### src/sct_pkg.sv
// shared types and constants for the shell command tokenizer
// token tags, character codes and the result word layout; no dependencies
`timescale 1ns / 1ps
`default_nettype none

package sct_pkg;

   localparam int SPAN_W       = 13;
   localparam int CHAR_W       = 8;
   localparam int BUNDLE_MAX   = 3;
   localparam int BUNDLE_CNT_W = 2;
   localparam int QUEUE_DEPTH  = 5;
   localparam int LEVEL_W      = 3;

   localparam logic [CHAR_W-1:0] CH_SPACE = 8'h20;
   localparam logic [CHAR_W-1:0] CH_TAB   = 8'h09;
   localparam logic [CHAR_W-1:0] CH_NL    = 8'h0A;
   localparam logic [CHAR_W-1:0] CH_SEMI  = 8'h3B;
   localparam logic [CHAR_W-1:0] CH_PIPE  = 8'h7C;
   localparam logic [CHAR_W-1:0] CH_AMP   = 8'h26;
   localparam logic [CHAR_W-1:0] CH_GT    = 8'h3E;
   localparam logic [CHAR_W-1:0] CH_BANG  = 8'h21;
   localparam logic [CHAR_W-1:0] CH_LT    = 8'h3C;
   localparam logic [CHAR_W-1:0] CH_QUOTE = 8'h22;

   typedef enum logic [4:0] {
      TAG_WORD       = 5'd0,
      TAG_STRING     = 5'd1,
      TAG_SEMI       = 5'd2,
      TAG_AMP        = 5'd3,
      TAG_GT         = 5'd4,
      TAG_GTGT       = 5'd5,
      TAG_BANG_GT    = 5'd6,
      TAG_BANG_GTGT  = 5'd7,
      TAG_AMP_GT     = 5'd8,
      TAG_AMP_GTGT   = 5'd9,
      TAG_PIPE       = 5'd10,
      TAG_AMP_PIPE   = 5'd11,
      TAG_AND        = 5'd12,
      TAG_OR         = 5'd13,
      TAG_LT         = 5'd14,
      TAG_LTLT       = 5'd15,
      TAG_EOF        = 5'd16,
      TAG_BAD_BANG   = 5'd17,
      TAG_OPEN_QUOTE = 5'd18,
      TAG_OVERFLOW   = 5'd19
   } tag_type;

   typedef struct packed {
      logic [CHAR_W-1:0] char_in;
      logic              has_char;
      logic              line_end;
   } req_item_type;

   typedef struct packed {
      logic              run_last;
      logic [SPAN_W-1:0] span_end;
      logic [SPAN_W-1:0] span_start;
      tag_type           tag;
   } result_type;

   // up to three tokens produced by one input word, oldest in item[0]
   typedef struct packed {
      logic [BUNDLE_CNT_W-1:0]       count;
      result_type [BUNDLE_MAX-1:0]   item;
   } bundle_type;

   typedef struct packed {
      logic [LEVEL_W-1:0] level;
      logic               has_room;
   } queue_status_type;

endpackage

`default_nettype wire

### src/sct_lexer.sv
// lexer core: state registers and single-pass byte decode
// produces a bundle of up to three tokens per accepted word; uses sct_pkg
`timescale 1ns / 1ps
`default_nettype none

module sct_lexer
   import sct_pkg::*;
#(
   parameter int MAX_LINE = 4096
) (
   input  wire logic         clock,
   input  wire logic         reset,
   input  wire logic         take,
   input  wire req_item_type item,
   output bundle_type        bundle
);

   localparam int POS_W = $clog2(MAX_LINE + 1);
   localparam int EXT_W = (POS_W > SPAN_W) ? POS_W : SPAN_W;
   localparam logic [POS_W-1:0] POS_LIMIT = POS_W'(MAX_LINE);

   typedef enum logic [10:0] {
      ST_IDLE    = 11'b000_0000_0001,
      ST_PIPE    = 11'b000_0000_0010,
      ST_AMP     = 11'b000_0000_0100,
      ST_AMP_GT  = 11'b000_0000_1000,
      ST_BANG    = 11'b000_0001_0000,
      ST_BANG_GT = 11'b000_0010_0000,
      ST_GT      = 11'b000_0100_0000,
      ST_LT      = 11'b000_1000_0000,
      ST_STRING  = 11'b001_0000_0000,
      ST_WORD    = 11'b010_0000_0000,
      ST_SKIP    = 11'b100_0000_0000
   } lex_state_type;

   lex_state_type    state_ff, state_in;
   logic [POS_W-1:0] pos_ff, pos_in;
   logic [POS_W-1:0] begin_ff, begin_in;

   function automatic result_type mk(input tag_type t, input logic [EXT_W-1:0] s,
                                     input logic [EXT_W-1:0] e, input logic last);
      result_type r;
      r.tag        = t;
      r.span_start = s[SPAN_W-1:0];
      r.span_end   = e[SPAN_W-1:0];
      r.run_last   = last;
      return r;
   endfunction

   function automatic logic ends_word(input logic [CHAR_W-1:0] c);
      return (c == CH_PIPE) || (c == CH_GT) || (c == CH_SPACE) || (c == CH_BANG) ||
             (c == CH_QUOTE) || (c == CH_SEMI) || (c == CH_AMP) || (c == CH_NL) ||
             (c == CH_TAB);
   endfunction

   always_comb begin
      logic [CHAR_W-1:0]     c;
      logic [EXT_W-1:0]      p;
      logic [EXT_W-1:0]      b;
      logic [EXT_W-1:0]      pe;
      logic [EXT_W-1:0]      be;
      lex_state_type         st_mid;
      logic [POS_W-1:0]      pos_mid;
      logic [POS_W-1:0]      begin_mid;
      logic                  do_start;
      logic                  err;
      logic [3:0]            v;
      result_type [3:0]      r;
      logic [BUNDLE_CNT_W-1:0] n;

      c         = item.char_in;
      p         = EXT_W'(pos_ff);
      b         = EXT_W'(begin_ff);
      pe        = '0;
      be        = '0;
      st_mid    = state_ff;
      pos_mid   = pos_ff;
      begin_mid = begin_ff;
      do_start  = 1'b0;
      err       = 1'b0;
      v         = '0;
      r         = '0;

      // byte stage: close the pending token and maybe start a new one
      if (item.has_char && (state_ff != ST_SKIP)) begin
         if (pos_ff >= POS_LIMIT) begin
            v[0]   = 1'b1;
            r[0]   = mk(TAG_OVERFLOW, p, p, 1'b1);
            st_mid = ST_SKIP;
         end else begin
            case (state_ff)
               ST_PIPE: begin
                  if (c == CH_PIPE) begin
                     v[0] = 1'b1; r[0] = mk(TAG_OR, b, p + 1'b1, 1'b0); st_mid = ST_IDLE;
                  end else begin
                     v[0] = 1'b1; r[0] = mk(TAG_PIPE, b, b + 1'b1, 1'b0); do_start = 1'b1;
                  end
               end
               ST_AMP: begin
                  if (c == CH_PIPE) begin
                     v[0] = 1'b1; r[0] = mk(TAG_AMP_PIPE, b, p + 1'b1, 1'b0);
                     st_mid = ST_IDLE;
                  end else if (c == CH_AMP) begin
                     v[0] = 1'b1; r[0] = mk(TAG_AND, b, p + 1'b1, 1'b0); st_mid = ST_IDLE;
                  end else if (c == CH_GT) begin
                     st_mid = ST_AMP_GT;
                  end else begin
                     v[0] = 1'b1; r[0] = mk(TAG_AMP, b, b + 1'b1, 1'b0); do_start = 1'b1;
                  end
               end
               ST_AMP_GT: begin
                  if (c == CH_GT) begin
                     v[0] = 1'b1; r[0] = mk(TAG_AMP_GTGT, b, p + 1'b1, 1'b0);
                     st_mid = ST_IDLE;
                  end else begin
                     v[0] = 1'b1; r[0] = mk(TAG_AMP_GT, b, b + 2'd2, 1'b0); do_start = 1'b1;
                  end
               end
               ST_BANG: begin
                  if (c == CH_GT) begin
                     st_mid = ST_BANG_GT;
                  end else begin
                     v[0] = 1'b1; r[0] = mk(TAG_BAD_BANG, b, b + 1'b1, 1'b1); st_mid = ST_SKIP;
                  end
               end
               ST_BANG_GT: begin
                  if (c == CH_GT) begin
                     v[0] = 1'b1; r[0] = mk(TAG_BANG_GTGT, b, p + 1'b1, 1'b0);
                     st_mid = ST_IDLE;
                  end else begin
                     v[0] = 1'b1; r[0] = mk(TAG_BANG_GT, b, b + 2'd2, 1'b0); do_start = 1'b1;
                  end
               end
               ST_GT: begin
                  if (c == CH_GT) begin
                     v[0] = 1'b1; r[0] = mk(TAG_GTGT, b, p + 1'b1, 1'b0); st_mid = ST_IDLE;
                  end else begin
                     v[0] = 1'b1; r[0] = mk(TAG_GT, b, b + 1'b1, 1'b0); do_start = 1'b1;
                  end
               end
               ST_LT: begin
                  if (c == CH_LT) begin
                     v[0] = 1'b1; r[0] = mk(TAG_LTLT, b, p + 1'b1, 1'b0); st_mid = ST_IDLE;
                  end else begin
                     v[0] = 1'b1; r[0] = mk(TAG_LT, b, b + 1'b1, 1'b0); do_start = 1'b1;
                  end
               end
               ST_STRING: begin
                  if (c == CH_QUOTE) begin
                     v[0] = 1'b1; r[0] = mk(TAG_STRING, b, p + 1'b1, 1'b0); st_mid = ST_IDLE;
                  end
               end
               ST_WORD: begin
                  if (ends_word(c)) begin
                     v[0] = 1'b1; r[0] = mk(TAG_WORD, b, p, 1'b0); do_start = 1'b1;
                  end
               end
               default: begin
                  do_start = 1'b1;
               end
            endcase

            if (do_start) begin
               begin_mid = pos_ff;
               if ((c == CH_SPACE) || (c == CH_TAB) || (c == CH_NL)) begin
                  st_mid = ST_IDLE;
               end else if (c == CH_SEMI) begin
                  v[1] = 1'b1; r[1] = mk(TAG_SEMI, p, p + 1'b1, 1'b0); st_mid = ST_IDLE;
               end else if (c == CH_PIPE) begin
                  st_mid = ST_PIPE;
               end else if (c == CH_AMP) begin
                  st_mid = ST_AMP;
               end else if (c == CH_BANG) begin
                  st_mid = ST_BANG;
               end else if (c == CH_GT) begin
                  st_mid = ST_GT;
               end else if (c == CH_LT) begin
                  st_mid = ST_LT;
               end else if (c == CH_QUOTE) begin
                  st_mid = ST_STRING;
               end else begin
                  st_mid = ST_WORD;
               end
            end
            pos_mid = pos_ff + 1'b1;
         end
      end

      // end of line: flush the pending token, then eof unless an error closed it
      state_in = st_mid;
      pos_in   = pos_mid;
      begin_in = begin_mid;
      if (item.line_end) begin
         pe = EXT_W'(pos_mid);
         be = EXT_W'(begin_mid);
         case (st_mid)
            ST_PIPE:    begin v[2] = 1'b1; r[2] = mk(TAG_PIPE, be, be + 1'b1, 1'b0); end
            ST_AMP:     begin v[2] = 1'b1; r[2] = mk(TAG_AMP, be, be + 1'b1, 1'b0); end
            ST_AMP_GT:  begin v[2] = 1'b1; r[2] = mk(TAG_AMP_GT, be, be + 2'd2, 1'b0); end
            ST_BANG: begin
               v[2] = 1'b1; r[2] = mk(TAG_BAD_BANG, be, be + 1'b1, 1'b1); err = 1'b1;
            end
            ST_BANG_GT: begin v[2] = 1'b1; r[2] = mk(TAG_BANG_GT, be, be + 2'd2, 1'b0); end
            ST_GT:      begin v[2] = 1'b1; r[2] = mk(TAG_GT, be, be + 1'b1, 1'b0); end
            ST_LT:      begin v[2] = 1'b1; r[2] = mk(TAG_LT, be, be + 1'b1, 1'b0); end
            ST_STRING: begin
               v[2] = 1'b1; r[2] = mk(TAG_OPEN_QUOTE, be, pe, 1'b1); err = 1'b1;
            end
            ST_WORD:    begin v[2] = 1'b1; r[2] = mk(TAG_WORD, be, pe, 1'b0); end
            ST_SKIP:    begin err = 1'b1; end
            default:    begin end
         endcase
         if (!err) begin
            v[3] = 1'b1;
            r[3] = mk(TAG_EOF, pe, pe, 1'b1);
         end
         state_in = ST_IDLE;
         pos_in   = '0;
         begin_in = '0;
      end

      if (!take) begin
         state_in = state_ff;
         pos_in   = pos_ff;
         begin_in = begin_ff;
         v        = '0;
      end

      // pack the raised slots in order, keeping at most three
      bundle = '0;
      n      = '0;
      for (int k = 0; k < 4; k++) begin
         if (v[k] && (n < BUNDLE_CNT_W'(BUNDLE_MAX))) begin
            bundle.item[n] = r[k];
            n = n + 1'b1;
         end
      end
      bundle.count = n;
   end

   always_ff @(posedge clock) begin
      if (reset) begin
         state_ff <= ST_IDLE;
         pos_ff   <= '0;
         begin_ff <= '0;
      end else begin
         state_ff <= state_in;
         pos_ff   <= pos_in;
         begin_ff <= begin_in;
      end
   end

endmodule

`default_nettype wire

### src/sct_out_queue.sv
// result queue: five-entry shift queue that takes a whole token bundle
// and hands one token per handshake downstream; uses sct_pkg
`timescale 1ns / 1ps
`default_nettype none

module sct_out_queue
   import sct_pkg::*;
(
   input  wire logic       clock,
   input  wire logic       reset,
   input  wire logic       push,
   input  wire bundle_type bundle,
   input  wire logic       rsp_tready,
   output logic            rsp_tvalid,
   output result_type      head,
   output queue_status_type status
);

   result_type [QUEUE_DEPTH-1:0] slot_ff, slot_in;
   logic [LEVEL_W-1:0]           level_ff, level_in;

   logic pop;

   assign rsp_tvalid      = (level_ff != '0);
   assign head            = slot_ff[0];
   assign pop             = rsp_tvalid && rsp_tready;
   // room for a full bundle whatever the receiver does this cycle
   assign status.has_room = (level_ff <= LEVEL_W'(QUEUE_DEPTH - BUNDLE_MAX));
   assign status.level    = level_ff;

   always_comb begin
      result_type [QUEUE_DEPTH-1:0] shifted;
      logic [LEVEL_W-1:0]           base;
      logic [LEVEL_W-1:0]           k;

      shifted = slot_ff;
      if (pop) begin
         for (int i = 0; i < QUEUE_DEPTH - 1; i++) begin
            shifted[i] = slot_ff[i + 1];
         end
      end
      base    = level_ff - LEVEL_W'(pop);
      slot_in = shifted;
      for (int i = 0; i < QUEUE_DEPTH; i++) begin
         k = LEVEL_W'(i) - base;
         if (push && (LEVEL_W'(i) >= base) && (k < LEVEL_W'(bundle.count))) begin
            slot_in[i] = bundle.item[k[BUNDLE_CNT_W-1:0]];
         end
      end
      level_in = base + (push ? LEVEL_W'(bundle.count) : '0);
   end

   always_ff @(posedge clock) begin
      slot_ff <= slot_in;
   end

   always_ff @(posedge clock) begin
      if (reset) begin
         level_ff <= '0;
      end else begin
         level_ff <= level_in;
      end
   end

endmodule

`default_nettype wire

### src/shell_command_tokenizer.sv
// shell command tokenizer top level
// joins the lexer core and the result queue; uses sct_pkg, sct_lexer, sct_out_queue
//
// usage
//   the req channel takes one word per command-line byte: tdata is the byte,
//   tuser flags that the byte is present (an end-only word has it low), and
//   tlast closes the line.  the rsp channel gives one token per word: tag,
//   span start and span end; tlast marks the final token of a line (eof or
//   an error token).
//   each accepted word is decoded in the cycle it is taken: the lexer state
//   registers update at once and the zero to three tokens it causes land in
//   a five-entry result queue.  with the queue empty, the first of them shows
//   on rsp the cycle after acceptance.
//   throughput is one byte per cycle while each byte yields at most one
//   token and rsp_tready is high; the queue then drains one token per
//   cycle, so a burst of operators at a line end can hold req off until they drain.
//   req_tready is high while the queue can take a full bundle of three.
//   a stalled receiver fills the queue and then req_tready drops; nothing
//   is lost or repeated.
//   reset (synchronous) returns the lexer to idle at position zero and
//   empties the queue; no clearing pass is needed.
`timescale 1ns / 1ps
`default_nettype none

module shell_command_tokenizer
   import sct_pkg::*;
#(
   parameter int MAX_LINE = 4096
) (
   input  wire logic        clock,
   input  wire logic        reset,
   // request stream
   input  wire logic        req_tvalid,
   output logic             req_tready,
   input  wire logic [7:0]  req_tdata,   // char_in[7:0]
   input  wire logic [0:0]  req_tuser,   // has_char[0]
   input  wire logic        req_tlast,   // line_end
   // response stream
   output logic             rsp_tvalid,
   input  wire logic        rsp_tready,
   output logic [31:0]      rsp_tdata,   // tag[4:0], span_start[17:5], span_end[30:18], zero[31]
   output logic             rsp_tlast    // run_last
);

   req_item_type     item;
   bundle_type       bundle;
   result_type       head;
   queue_status_type q_status;
   logic             take;

   assign item.char_in  = req_tdata;
   assign item.has_char = req_tuser[0];
   assign item.line_end = req_tlast;

   assign req_tready = q_status.has_room;
   assign take       = req_tvalid && req_tready;

   // decode the word against the current lexer state
   sct_lexer #(
      .MAX_LINE(MAX_LINE)
   ) u_lexer (
      .clock (clock),
      .reset (reset),
      .take  (take),
      .item  (item),
      .bundle(bundle)
   );

   // serialize the bundle onto the response stream
   sct_out_queue u_queue (
      .clock     (clock),
      .reset     (reset),
      .push      (take),
      .bundle    (bundle),
      .rsp_tready(rsp_tready),
      .rsp_tvalid(rsp_tvalid),
      .head      (head),
      .status    (q_status)
   );

   assign rsp_tdata = {1'b0, head.span_end, head.span_start, head.tag};
   assign rsp_tlast = head.run_last;

   // an accepted bundle always fits in the queue
   a_no_overfill: assert property (@(posedge clock) disable iff (reset)
      take |-> (({1'b0, q_status.level} + {2'b00, bundle.count}) <= QUEUE_DEPTH))
      else $error("result queue overfilled");

   // a line end that yields tokens closes with a last-marked token
   a_line_closes: assert property (@(posedge clock) disable iff (reset)
      (take && req_tlast && (bundle.count != '0)) |->
         bundle.item[bundle.count - 1'b1].run_last)
      else $error("line end without closing token");

   // a stalled receiver never loses queued tokens
   a_stall_holds: assert property (@(posedge clock) disable iff (reset)
      (rsp_tvalid && !rsp_tready) |=> (q_status.level >= $past(q_status.level)))
      else $error("queued token dropped during stall");

endmodule

`default_nettype wire

### config.mk
export PLATFORM = sky130hd
export DESIGN_NAME = shell_command_tokenizer
export DESIGN_NICKNAME = d
export VERILOG_FILES = /design/src/sct_pkg.sv /design/src/sct_lexer.sv /design/src/sct_out_queue.sv /design/src/shell_command_tokenizer.sv
export SDC_FILE = /design/constraint.sdc
export NUM_CORES = 1
export LEC_CHECK = 0
export BUFFER_PORTS_ARGS = -buffer_cell sky130_fd_sc_hd__buf_2
export CAP_MARGIN = 20
export CORE_ASPECT_RATIO = 1.25
export CORE_UTILIZATION = 35
export CTS_CLUSTER_DIAMETER = 100
export DETAILED_ROUTE_END_ITERATION = 8
export GPL_TIMING_DRIVEN = 0
export SYNTH_ARGS = -nofsm -noshare
export SYNTH_HDL_FRONTEND = slang
export SYNTH_SLANG_ARGS = --single-unit
### constraint.sdc
create_clock -name clock -period 10.9 [get_ports clock]
set_input_delay 2.18 -clock clock [delete_from_list [all_inputs] [get_ports clock]]
set_output_delay 2.18 -clock clock [all_outputs]
set_load 0.005 [all_outputs]
==> impl_metrics.tcl, run 1 <==
set metrics [dict create \
    regToRegSetupSlack_ps 1970 \
    rsz0062_at_grt "false" \
    status "finished clean" \
    min_to "u_queue.slot_ff[63]$_DFFE_PP_" \
    numPortBuffers 43 \
    dp_hpwl_um 64300 \
    preCtsSetupSlack_ps -608 \
    cts_sinks 195 \
    p_per_area_nw_per_um2 305 \
    synth_top_flop_cell "edfxtp_1" \
    finalSetupViolCount 0 \
    drc 0 \
    worst-path-max-fanout 31 \
    grt.total_usage_pct 33.6 \
    switching_share_pct 52.1 \
    crit_type "input pin to flop" \
    ant_nets 0 \
    final_nets 2113 \
    hold_class "flop to flop" \
    pwr-share-seq_pct 26.5 \
    die-width_um 197 \
    async_flop_share_pct 0 \
    rows 88 \
    vias 17700 \
    synth_top_cells_by_count "nor2_1 (230), nand2_1 (203), a21oi_1 (185)" \
    required_ps 11020 \
    power.leakage_nw 6.06 \
    antenna_found_initial 0 \
    netlist_instances 2002 \
    grt_pass1_vias 16800 \
    cts_resized 1 \
    clock_latency_ps 500 \
    synth_area_per_cell_sq_um 8.29 \
    core_area_sq_um 46500 \
    post-cts-setup-buffers 0 \
    clock_power_share_pct 12.1 \
    syn2layout_area_growth_pct 10.3 \
    grt_start_max_net_pins 32 \
    cp.arrival_ps 10400 \
    placedCellCount 2681 \
    dr.first_iter.drc_count 2236 \
    synth-seq-area-share_pct 32.9 \
    holdWs_ps 525 \
    synth_edf_count 155 \
    drtPass1Iterations 6 \
    r2r-end "u_queue.slot_ff[41]$_DFFE_PP_" \
    cts_root_buffer "clkbuf_16" \
    layoutNonFillerInstCount 2714 \
    cts_hold_buf 0 \
    die_area_sq_um 48300 \
    worstRegToRegCells 28 \
    synth-warning-count 0 \
    fmax_mhz 97.2 \
    synth_cell_types 115 \
    hold_viol 0 \
    comb_power_share_pct 61.4 \
    setup_slack_ps 612 \
    skew_ps 17.4 \
    slew_violations 0 \
    regToRegStartpoint "u_lexer.state_ff[5]$_SDFFE_PP0P_" \
    viasPerCell 6.51 \
    die_y_um 245 \
    drv_cap 0 \
    nFillCells 4940 \
    clk_pin_slew_worst_paths_ps 80 \
    htreeDepth 4 \
    gp_congestion 1.02 \
    wl_um 81500 \
    crit_path_end_kind "flop" \
    cts_buffers 17 \
    crit_start "req_tdata[7]" \
    grt_pass1_wl_um 118000 \
    start_kind "input pin" \
    io_pins 49 \
    synth_area_sq_um 16600 \
    netlist.area_leader.share_pct 28.1 \
    hold_start "u_queue.slot_ff[68]$_DFFE_PP_" \
    wl_per_cell_um 30.0 \
    cell_internal_pwr_w 0.00268 \
    max_slew_margin_pct 20.5 \
    yosysTopAreaCell "edfxtp_1" \
    yosys-top-cells-area "edfxtp_1 (28%), a21oi_1 (5.6%), nor2_1 (5.2%)" \
    grt-ovfl-total 0 \
    cts_tree "built" \
    yosysMostFrequentCell "nor2_1" \
    hold_depth 2 \
    drive_gt1_share_pct 12.7 \
    p_sw_w 0.00291 \
    start_util_pct 35.7 \
    cts_buffer_depth 2 \
    synth_seq_cells 195 \
    post-route-period-util_pct 94.4 \
    fin_crit_ps 10290 \
    syn_nets 2045 \
    ir_worst_vdd_mv 0.202 \
    worst_slew_pin_slew_ps 1180 \
]
==> cell families after synthesis <==
group	count (synthesis)	share of synthesized area (%)
AO/OA/AOI/OAI	751	31.7
XOR/XNOR	68	3.76
adder cells (fa/ha/maj)	29	2.23
buffers and inverters	229	6.46
flip-flops	195	32.9
multiplexers	63	4.07
other	1	0.0226
AND/OR/NAND/NOR	666	18.9
==> worst max-delay path, cell delays in order <==
cell      delay (ps)
buf_2            120
and4bb_1         360
nand4_1          430
and4_4           410
a21oi_2          410
nor2_1           220
a21o_1           260
nor2_2           450
ha_1             340
buf_2            190
a21oi_2          470
and2_1           290
o21a_1           160
buf_4            210
buf_4            280
nor2_1           140
ha_1             230
nor2_1           250
o21ai_0          310
mux2i_1          520
ha_1             240
nand4b_1         140
nor2_1            70
nand2_1           90
a21oi_1           80
nor3_4           550
clkbuf_1         540
nand2_4          400
==> placed cells by master, fill, tap and decap left out, types with 40 or more instances in the layout <==
master	instances
a22oi_1	51
o21ai_0	102
clkbuf_1	112
edfxtp_1	155
buf_4	41
nor2_1	229
a21oi_1	184
buf_2	81
nand2_1	200
o211ai_1	47
nand3_1	50
xnor2_1	43
dfxtp_1	40
==> power groups by stage <==
stage	registers, W	clock network [W]	logic, W
after floorplan	0.00148	0	0.00199
after global placement	0.00152	0	0.00324
after detailed placement	0.00150	0	0.00333
after CTS	0.00149	0.000681	0.00334
after global routing	0.00151	0.000702	0.00358
final	0.00148	0.000676	0.00343
==> worst max path at each step <==
stage,endpoint,slack (ps),cells past startpoint
after floorplan,u_queue.slot_ff[100]$_DFFE_PP_,1920,29
after global placement,u_queue.slot_ff[43]$_DFFE_PP_,-1080,28
after global routing,u_queue.slot_ff[41]$_DFFE_PP_,250,29
final,u_queue.slot_ff[41]$_DFFE_PP_,610,28
after detailed placement,u_queue.slot_ff[43]$_DFFE_PP_,-610,28
after CTS,u_queue.slot_ff[41]$_DFFE_PP_,90,29
==> area by class of cell <==
type | count | area (sq um) | share of cell area (%)
Multi-Input combinational cell | 1578 | 10100 | 55.1
Sequential cell | 195 | 5460 | 29.8
Buffer | 198 | 956 | 5.22
Tap cell | 630 | 788 | 4.31
Clock buffer | 18 | 429 | 2.35
Timing Repair Buffer | 49 | 305 | 1.67
Clock inverter | 14 | 160 | 0.875
Inverter | 31 | 116 | 0.636
Antenna cell | 1 | 2.50 | 0.0137
==> flip-flops by register name (all words and copies together) (netlist names) <==
register          count
u_lexer.begin_ff     13
u_queue.slot_ff     124
u_lexer.state_ff     11
u_queue.level_ff      3
u_queue.head         31
u_lexer.pos_ff       13
==> metrics by stage <==
stage / power [W] / TNS (ps) / cell area, sq um / util [%]
after floorplan: 0.00347 / 0 / 16600 / -
after global placement: 0.00476 / -87510 / 17600 / 37.9
final: 0.00559 / 0 / 18300 / 39.4
after global routing: 0.00579 / 0 / 18300 / 39.4
after detailed placement: 0.00483 / -18630 / 17700 / 38.1
after CTS: 0.00551 / 0 / 18300 / 39.4
==> per-layer routing <==
| metal | vias to the layer above | share of wire, % | track usage [%] |
|---|---|---|---|
| met4 | 0 | 5.5 | 17.6 |
| met1 | 8724 | 40 | 41.4 |
| met2 | 967 | 48 | 56.6 |
| met3 | 214 | 6.6 | 5.01 |
| met5 | - | 0 | 0 |
| li1 | 7750 | - | - |
No activity file was read; power rests on OpenSTA's default activity.
==> inputs of run 2 (changes only) <==
- PLACE_DENSITY_LB_ADDON: default -> 0.08
==> impl_metrics.tcl, run 2 (same netlist as run 1, synthesis figures left out) <==
set metrics [dict create \
    status "finished clean" \
    dr.first_iter.drc_count 1960 \
    ant_nets 0 \
    mostFrequentLayoutCells "nor2_1 (230), nand2_1 (200), a21oi_1 (184)" \
    numPortBuffers 43 \
    fin_crit_ps 10360 \
    post-route-period-util_pct 95.1 \
    grt_pass1_wl_um 122000 \
    start_util_pct 35.7 \
    cts_tree "built" \
    start_kind "input pin" \
    wl_um 86200 \
    grt-ovfl-total 0 \
    clk_pin_slew_worst_paths_ps 80 \
    hold_viol 0 \
    hold_depth 1 \
    rows 88 \
    required_ps 11150 \
    finalSetupViolCount 0 \
    max_slew_margin_pct 17.9 \
    cts_buffers 17 \
    multi_input_area_sq_um 10100 \
    placed_area_sq_um 17700 \
    skew_ps 22.3 \
    min_to "u_queue.head[0]$_DFFE_PP_" \
    tns_ps 0 \
    worstRegToRegCells 29 \
    crit_type "input pin to flop" \
    vias 17600 \
    fin_util_pct 39.3 \
    grt_start_max_net_pins 32 \
    setup_slack_ps 539 \
    htreeDepth 4 \
    ir_worst_vdd_mv 0.220 \
    hold_start "u_queue.slot_ff[32]$_DFFE_PP_" \
    crit_path_end_kind "flop" \
    die-width_um 197 \
    wl_per_cell_um 31.8 \
    fmax_mhz 96.5 \
    worst_slew_pin_slew_ps 1220 \
    die_area_sq_um 48300 \
    antenna_cells 0 \
    dp_hpwl_um 68400 \
    cts_sinks 195 \
    io_pins 49 \
    grt_pass1_vias 16700 \
    grt.total_usage_pct 35.7 \
    largest_reg_flops 124 \
    antenna_found_initial 1 \
    max_flop_register "u_queue.slot_ff" \
    post-cts-setup-buffers 0 \
    ff_latch_area_sq_um 5460 \
    syn2layout_area_growth_pct 10.1 \
    cts_root_buffer "clkbuf_16" \
    drtPass1Iterations 9 \
    clock_latency_ps 500 \
    post-route-cell-area_sq_um 18300 \
    regToRegSetupSlack_ps 1840 \
    nFillCells 4896 \
    core_area_sq_um 46500 \
    final_nets 2112 \
    viasPerCell 6.48 \
    final_common_cell "nor2_1" \
    preCtsSetupSlack_ps -459 \
    drv_cap 0 \
    regToRegStartpoint "u_lexer.state_ff[2]$_SDFFE_PP0P_" \
    drive_gt1_share_pct 12.6 \
    hold_class "flop to flop" \
    cp.arrival_ps 10610 \
    p_per_area_nw_per_um2 306 \
    slew_violations 0 \
    worst-path-max-fanout 10 \
    die_y_um 245 \
    drc 0 \
    r2r-end "u_queue.slot_ff[102]$_DFFE_PP_" \
    power.leakage_nw 6.05 \
    rsz0062_at_grt "false" \
    gp_congestion 0.997 \
    cts_buffer_depth 2 \
]
run 2: changes by cell type in the layout (fill, tap and decap cells not counted), sizes merged:
cell          previous run  this run
clkbuf                 129       128
buf                    136       134
diode                    1         0
bufinv                   1         0
clkinvlp                 2         0
inv                     35        39
dlymetal6s2s             0         1
run 2: per-layer routing:
layer / part of all wire (%) / global-route usage (%) / vias to the layer above
met2: 47 / 58.9 / 874
met3: 5.7 / 4.43 / 250
met1: 40 / 43.2 / 8691
li1: - / - / 7752
met5: 0.0093 / 0 / -
met4: 7.6 / 24.5 / 2
run 2: worst max path at each step:
stage / startpoint / endpoint / slack [ps]
floorplan: req_tdata[0] / u_queue.slot_ff[100]$_DFFE_PP_ / 1920
global placement: req_tdata[7] / u_queue.slot_ff[45]$_DFFE_PP_ / -1000
detailed placement: req_tdata[7] / u_queue.slot_ff[41]$_DFFE_PP_ / -460
CTS: req_tdata[7] / u_queue.slot_ff[45]$_DFFE_PP_ / 8
global route: req_tdata[7] / u_queue.slot_ff[102]$_DFFE_PP_ / 60
finish: req_tdata[7] / u_queue.slot_ff[102]$_DFFE_PP_ / 540
run 2: timing repair:
action / 4_1_cts / 5_1_grt
setup endpoints to repair: 0 / 98
gates resized for setup: 0 / 4
hold buffers: 0 / 0
run 2: cell type report:
cell class | count | area share, %
multi-input cells | 1578 | 55.2
flip-flops and latches | 195 | 29.9
plain buffers | 198 | 5.23
well taps | 630 | 4.32
clock buffers | 17 | 2.33
repair buffers | 48 | 1.59
clock inverters | 15 | 0.808
inverters | 31 | 0.637
run 2: power by group:
part | total [W] | internal (W) | switching, W
Combinational | 0.00343 | 0.000931 | 0.00250
Clock | 0.000671 | 0.000307 | 0.000363
Sequential | 0.00148 | 0.00141 | 0.0000787
Total | 0.00558 | 0.00264 | 0.00294
run 2: critical path, cell delays in order:
cell and delay, ps:
buf_2 120, and4bb_1 340, nor3b_2 340, clkbuf_1 510
nor2_1 340, a2111oi_1 660, a21o_1 290, nor2_1 220
ha_1 340, buf_2 190, a21oi_2 440, and2_1 280
o21a_1 160, buf_4 210, buf_4 270, nor2_1 130
ha_1 220, nor2_1 210, o21ai_0 290, mux2i_1 310
ha_1 270, or3_1 410, nor3_1 150, nand3_1 120
nand3_1 480, clkbuf_1 710, o211ai_1 240, o21a_1 170
run 2: stage by stage:
stage	cells	total power, W	hold WS [ps]
2_1_floorplan	2002	0.00347	496
4_1_cts	2711	0.00554	532
5_1_grt	2712	0.00582	545
3_5_place_dp	2679	0.00486	511
6_report	2712	0.00558	527
3_3_place_gp	2675	0.00482	507
